### src/design/dll_ram.sv
// generic single-write, single-read ram with registered read
module dll_ram #(
  parameter int WIDTH = 8,
  parameter int DEPTH = 256
) (
  input  logic                     clk,
  input  logic                     wr_en,
  input  logic [$clog2(DEPTH)-1:0] wr_addr,
  input  logic [WIDTH-1:0]         wr_data,
  input  logic                     rd_en,
  input  logic [$clog2(DEPTH)-1:0] rd_addr,
  output logic [WIDTH-1:0]         rd_data
);

  logic [WIDTH-1:0] mem [DEPTH];

  always_ff @(posedge clk) begin
    if (wr_en) begin
      mem[wr_addr] <= wr_data;
    end
    if (rd_en) begin
      rd_data <= mem[rd_addr];
    end
  end

endmodule

### config.mk
export PLATFORM = sky130hd
export DESIGN_NAME = dll_ram
export DESIGN_NICKNAME = d
export VERILOG_FILES = /design/src/design/dll_ram.sv
export SDC_FILE = /design/constraint.sdc
export NUM_CORES = 2
export LEC_CHECK = 0
export BUFFER_PORTS_ARGS = -buffer_cell sky130_fd_sc_hd__buf_2
export CAP_MARGIN = 0
export CORE_ASPECT_RATIO = 1.25
export CORE_MARGIN = 1
export CORE_UTILIZATION = 68
export CTS_CLUSTER_SIZE = 20
export DETAILED_ROUTE_END_ITERATION = 10
export PLACE_DENSITY = 0.85
export SYNTH_ARGS = -nofsm -noshare
export SYNTH_HDL_FRONTEND = slang
export SYNTH_SLANG_ARGS = --single-unit
### constraint.sdc
create_clock -name clk -period 5.7 [get_ports clk]
set_input_delay 1.14 -clock clk [delete_from_list [all_inputs] [get_ports clk]]
set_output_delay 1.14 -clock clk [all_outputs]
set_load 0.02 [all_outputs]
==> Yosys cells after proc, flatten, opt, wreduce, memory -nomap -nowiden <==
Memory sizes are Yosys's and may differ from the RTL's. A register that Yosys moved wholly into a read port is not among the register bits.
Cells that the tools add are included.
{ "word_totals": {"reg_bits": 0, "ramBits": 2048, "word_cells": 3, "input_bits": 27, "out_inout_bits": 8, "n_memories": 1} }
{ "classes": {"mux": 2} }
{ "mem_list": {"columns": ["name", "words", "word_bits", "read_ports", "rd_ports_with_merged_regs", "wr", "line_no", "source"], "rows": [
  ["mem", 256, 8, 1, 1, 1, "15", "logic [WIDTH-1:0] mem [DEPTH];"]
]} }
{ "op_table": {"columns": ["cell", "n"], "rows": [
  ["2-to-1 mux 1 bit", 2]
]} }

==> Longest topological paths before layout <==
{ "logic_depth": {"depth_word": 2, "mapped_depth": 11, "mapped_depth_nobuf": 6} }

==> Worst setup path after synthesis <==
Ideal clock, no wire load.
{ "synth_path": {"path_type": "input-to-reg", "start": "input port rd_addr[0]", "end": "register rd_data[2], read port of mem (data pin)", "arrival_time_ns": 2.947, "n_path_buf": 4, "setup_ns": 0.269, "t_required_ns": 5.431, "path_stages": 9, "path_slack_ns": 2.484, "cell_sequence": "buf_6 -> buf_12 -> buf_8 -> buf_2 -> mux4_2 -> a22oi_1 -> a21oi_1 -> nor4_1 -> nor4_2"} }
{ "synth_lines": {"columns": ["item", "line_no", "source"], "rows": [
  ["start, declared", "11", "input logic [$clog2(DEPTH)-1:0] rd_addr,"],
  ["end, declared", "12", "output logic [WIDTH-1:0] rd_data"]
]} }

==> impl_metrics.env <==
export IMPL_pwr_share_seq=0.554
export IMPL_drcViolationCount=9
export IMPL_die_h_um=385
export IMPL_route_vias_total=42300
export IMPL_track_usage=0.366
export IMPL_synth_nets=3760
export IMPL_synth_yosys_warnings=0
export IMPL_post_cts_buffers=0
export IMPL_relSlewSlack=0.0223
export IMPL_drv_cap=1
export IMPL_rows=140
export IMPL_portBuffers=34
export IMPL_crit_type="in -> reg"
export IMPL_post_route_util=0.749
export IMPL_layout_drive_gt1_share=0.217
export IMPL_clock_skew_ns=0.0221
export IMPL_path_buf_inv=3
export IMPL_coreArea_mm2=0.116
export IMPL_rrSetupSlack_ns=2.32
export IMPL_hold_start="rd_en"
export IMPL_routedWlPerCell_um=38.2
export IMPL_hpwl_um=118000
export IMPL_worstHoldPathType="in -> reg"
export IMPL_end_kind="register"
export IMPL_hold_viol=0
export IMPL_drt_pass1_iter_count=10
export IMPL_cts_tree="yes"
export IMPL_cts_buffers=180
export IMPL_dieArea_mm2=0.118
export IMPL_totalWireLength_um=212000
export IMPL_max_stage_delay_ns=1.28
export IMPL_htreeDepth=4
export IMPL_die_w_um=308
export IMPL_gp_congestion=0.899
export IMPL_top_layer_used="met5"
export IMPL_synthArstFlopShare=0
export IMPL_fin_nets=3857
export IMPL_p_per_area_mw_per_mm2=346
export IMPL_antenna_found_initial=13
export IMPL_cp_start_kind="primary input"
export IMPL_slew_viol_final=0
export IMPL_cts_hold_buffers=0
export IMPL_cp_startpoint="rd_addr[0]"
export IMPL_combinationalPowerShare=0.051
export IMPL_holdWs_ns=0.767
export IMPL_nFillCells=5690
export IMPL_yosysUniqueCellTypes=54
export IMPL_synth_edf_count=2056
export IMPL_fin_crit_ns=4.42
export IMPL_r2r_start="mem[210][3]"
export IMPL_clock_root_buffer="clkbuf_16"
export IMPL_synth_ff_type="edfxtp_1"
export IMPL_cp_top_family="simple AND/OR/NAND/NOR gates"
export IMPL_viasPerCell=7.62
export IMPL_tightest_slew_ns=1.45
export IMPL_ios=35
export IMPL_drt_antenna_violating_nets=0
export IMPL_finalSetupTns_ns=0
export IMPL_vdd_drop_max_v=0.000362
export IMPL_worst_path_max_fanout=43
export IMPL_outcome="complete, but fails checks"
export IMPL_p_switching_uw=6660
export IMPL_power_frac_clock=0.395
export IMPL_worstPathRequired_ns=6.23
export IMPL_ys_ff_latch=2056
export IMPL_area_delta_synth_final_pct=9.37
export IMPL_path_clk_slew_ns=0.07
export IMPL_synth_area_per_cell_um2=21.3
export IMPL_cts_resized=0
export IMPL_r2r_cells=6
export IMPL_wl_met2_um=103000
export IMPL_intPower_uw=23500
export IMPL_wl_met3_um=27800
export IMPL_met1_length_um=64400
export IMPL_rsz0062_at_grt="false"
export IMPL_netlist_area_mm2=0.0796
export IMPL_switching_share=0.221
export IMPL_critical_path_arrival_ns=4.95
export IMPL_failed_checks="design-rule violations, max-capacitance violations"
export IMPL_syn_instance_count=3733
export IMPL_fmax_mhz=226
export IMPL_hold_path_end="rd_data[0]"
export IMPL_insertion_delay_ns=0.84
export IMPL_p_leak_uw=0.0268
export IMPL_grt_first_pass_wirelength_um=302000
export IMPL_yosysSeqAreaShare=0.775
export IMPL_cts_sinks=2056
export IMPL_grt_overflow=0
export IMPL_grt_max_degree=153
export IMPL_holdPathStages=1
export IMPL_setup_viol=0
export IMPL_grt_pass1_vias=42600
export IMPL_fin_crit_sh=0.776
export IMPL_clockBufferDepth=3
export IMPL_initial_core_util=0.685
export IMPL_crit_chain="buf_8, buf_12, buf_4, mux4_2, a22oi_1, a21oi_1, nor4_1, nor4_2"
export IMPL_cpMaxStageDelayCell="nor4_1"
export IMPL_drt_iter0_drc=7282
export IMPL_reg2reg_to="rd_data[3]"
[sequential cells by signal, indices dropped and copies added, names as in the netlist]
| register | flops |
|---|---|
| rd_data | 8 |
| mem | 2048 |
[worst reg2reg max path, stage by stage (launching register included)]
cell	delay, ns
edfxtp_1	0.39
mux4_2	0.50
a22o_1	0.27
a221oi_1	0.59
o32ai_1	0.23
nor3_1	0.93
nor4_1	0.16
[power by group through the flow]
| stage | logic [µW] | clock network (µW) | registers, µW |
|---|---|---|---|
| 2_1_floorplan | 810 | 0 | 17000 |
| 3_3_place_gp | 1400 | 0 | 17000 |
| 3_5_place_dp | 1450 | 0 | 17000 |
| 4_1_cts | 1490 | 11900 | 16700 |
| 5_1_grt | 1560 | 12400 | 16700 |
| 6_report | 1540 | 11900 | 16700 |
[final cells by class]
| class | instances | area, µm² | area share |
|---|---|---|---|
| inverters | 2 | 7.51 | 0.0000862 |
| clock buffers | 216 | 4640 | 0.0533 |
| flip-flops and latches | 2056 | 61700 | 0.709 |
| multi-input cells | 1442 | 16500 | 0.190 |
| repair buffers | 148 | 1290 | 0.0149 |
| diodes | 8 | 20.0 | 0.000230 |
| well taps | 1562 | 1950 | 0.0224 |
| clock inverters | 113 | 936 | 0.0107 |
[stage by stage]
stage / instance area [µm²] / total power (µW) / std cells / setup slack, ns
2_1_floorplan: 79600 / 17800 / 3733 / 2.48
3_3_place_gp: 81500 / 18400 / 5207 / 0.668
3_5_place_dp: 81500 / 18500 / 5210 / 0.649
4_1_cts: 87100 / 30000 / 5539 / 1.48
5_1_grt: 87100 / 30600 / 5539 / 1.21
6_report: 87100 / 30100 / 5547 / 1.28
[per-layer routing]
| layer | global-route usage | vias up |
|---|---|---|
| li1 | - | 15900 |
| met1 | 0.448 | 21100 |
| met2 | 0.585 | 4263 |
| met3 | 0.0931 | 999 |
| met4 | 0.237 | 8 |
| met5 | 0 | - |
[cells in the final DEF, fill, tap and decap left out, drive strengths merged, types with 10 or more instances in the layout]
master / n
a211oi: 16
a21oi: 96
a221oi: 14
a22oi: 133
buf: 140
bufinv: 10
clkbuf: 224
clkinv: 84
edfxtp: 2056
inv: 14
mux2i: 134
mux4: 456
nand2: 33
nand3: 34
nand4: 10
nor2: 282
nor2b: 31
nor3: 22
nor4: 27
o211ai: 10
o21ai: 12
o221ai: 47
o22ai: 28
[cell usage after synthesis, types with 3 or more instances]
master,instances,area share
buf_4,27,0.0025
o22a_1,5,0.00055
a221oi_1,13,0.0014
buf_1,22,0.0010
o22ai_1,28,0.0022
edfxtp_1,2056,0.78
buf_8,13,0.0025
nor3_1,22,0.0014
nor4_1,24,0.0019
buf_12,8,0.0020
a21oi_1,96,0.0060
nor4_2,3,0.00047
buf_6,21,0.0030
a22o_1,8,0.00088
mux2i_1,134,0.017
and2_1,6,0.00047
buf_2,31,0.0019
a22oi_1,133,0.013
or2_2,4,0.00031
o21ai_0,10,0.00063
nand3_1,34,0.0021
a211oi_1,16,0.0015
o32ai_1,4,0.00044
clkbuf_1,111,0.0052
mux4_2,454,0.13
nor2b_1,31,0.0024
nand4_1,10,0.00079
o221ai_1,46,0.0051
nand2_1,33,0.0016
nor2_1,282,0.013
o211ai_1,10,0.00094
nand2b_1,8,0.00063
[worst max path at each step]
stage | end | cells past startpoint | slack (ns)
2_1_floorplan | rd_data[2] | 9 | 2.48
3_3_place_gp | rd_data[6] | 8 | 0.67
3_5_place_dp | rd_data[6] | 8 | 0.65
4_1_cts | rd_data[6] | 8 | 1.48
5_1_grt | rd_data[6] | 8 | 1.21
6_report | rd_data[6] | 8 | 1.28
[logic make-up after synthesis]
group                  count (synthesis)  share of synthesized area
AND/OR/NAND/NOR                      466                     0.0263
buffers and inverters                235                     0.0183
flip-flops                          2056                      0.775
AO/OA/AOI/OAI                        385                     0.0342
multiplexers                         591                      0.146
No activity file was read; power rests on OpenSTA's default activity.
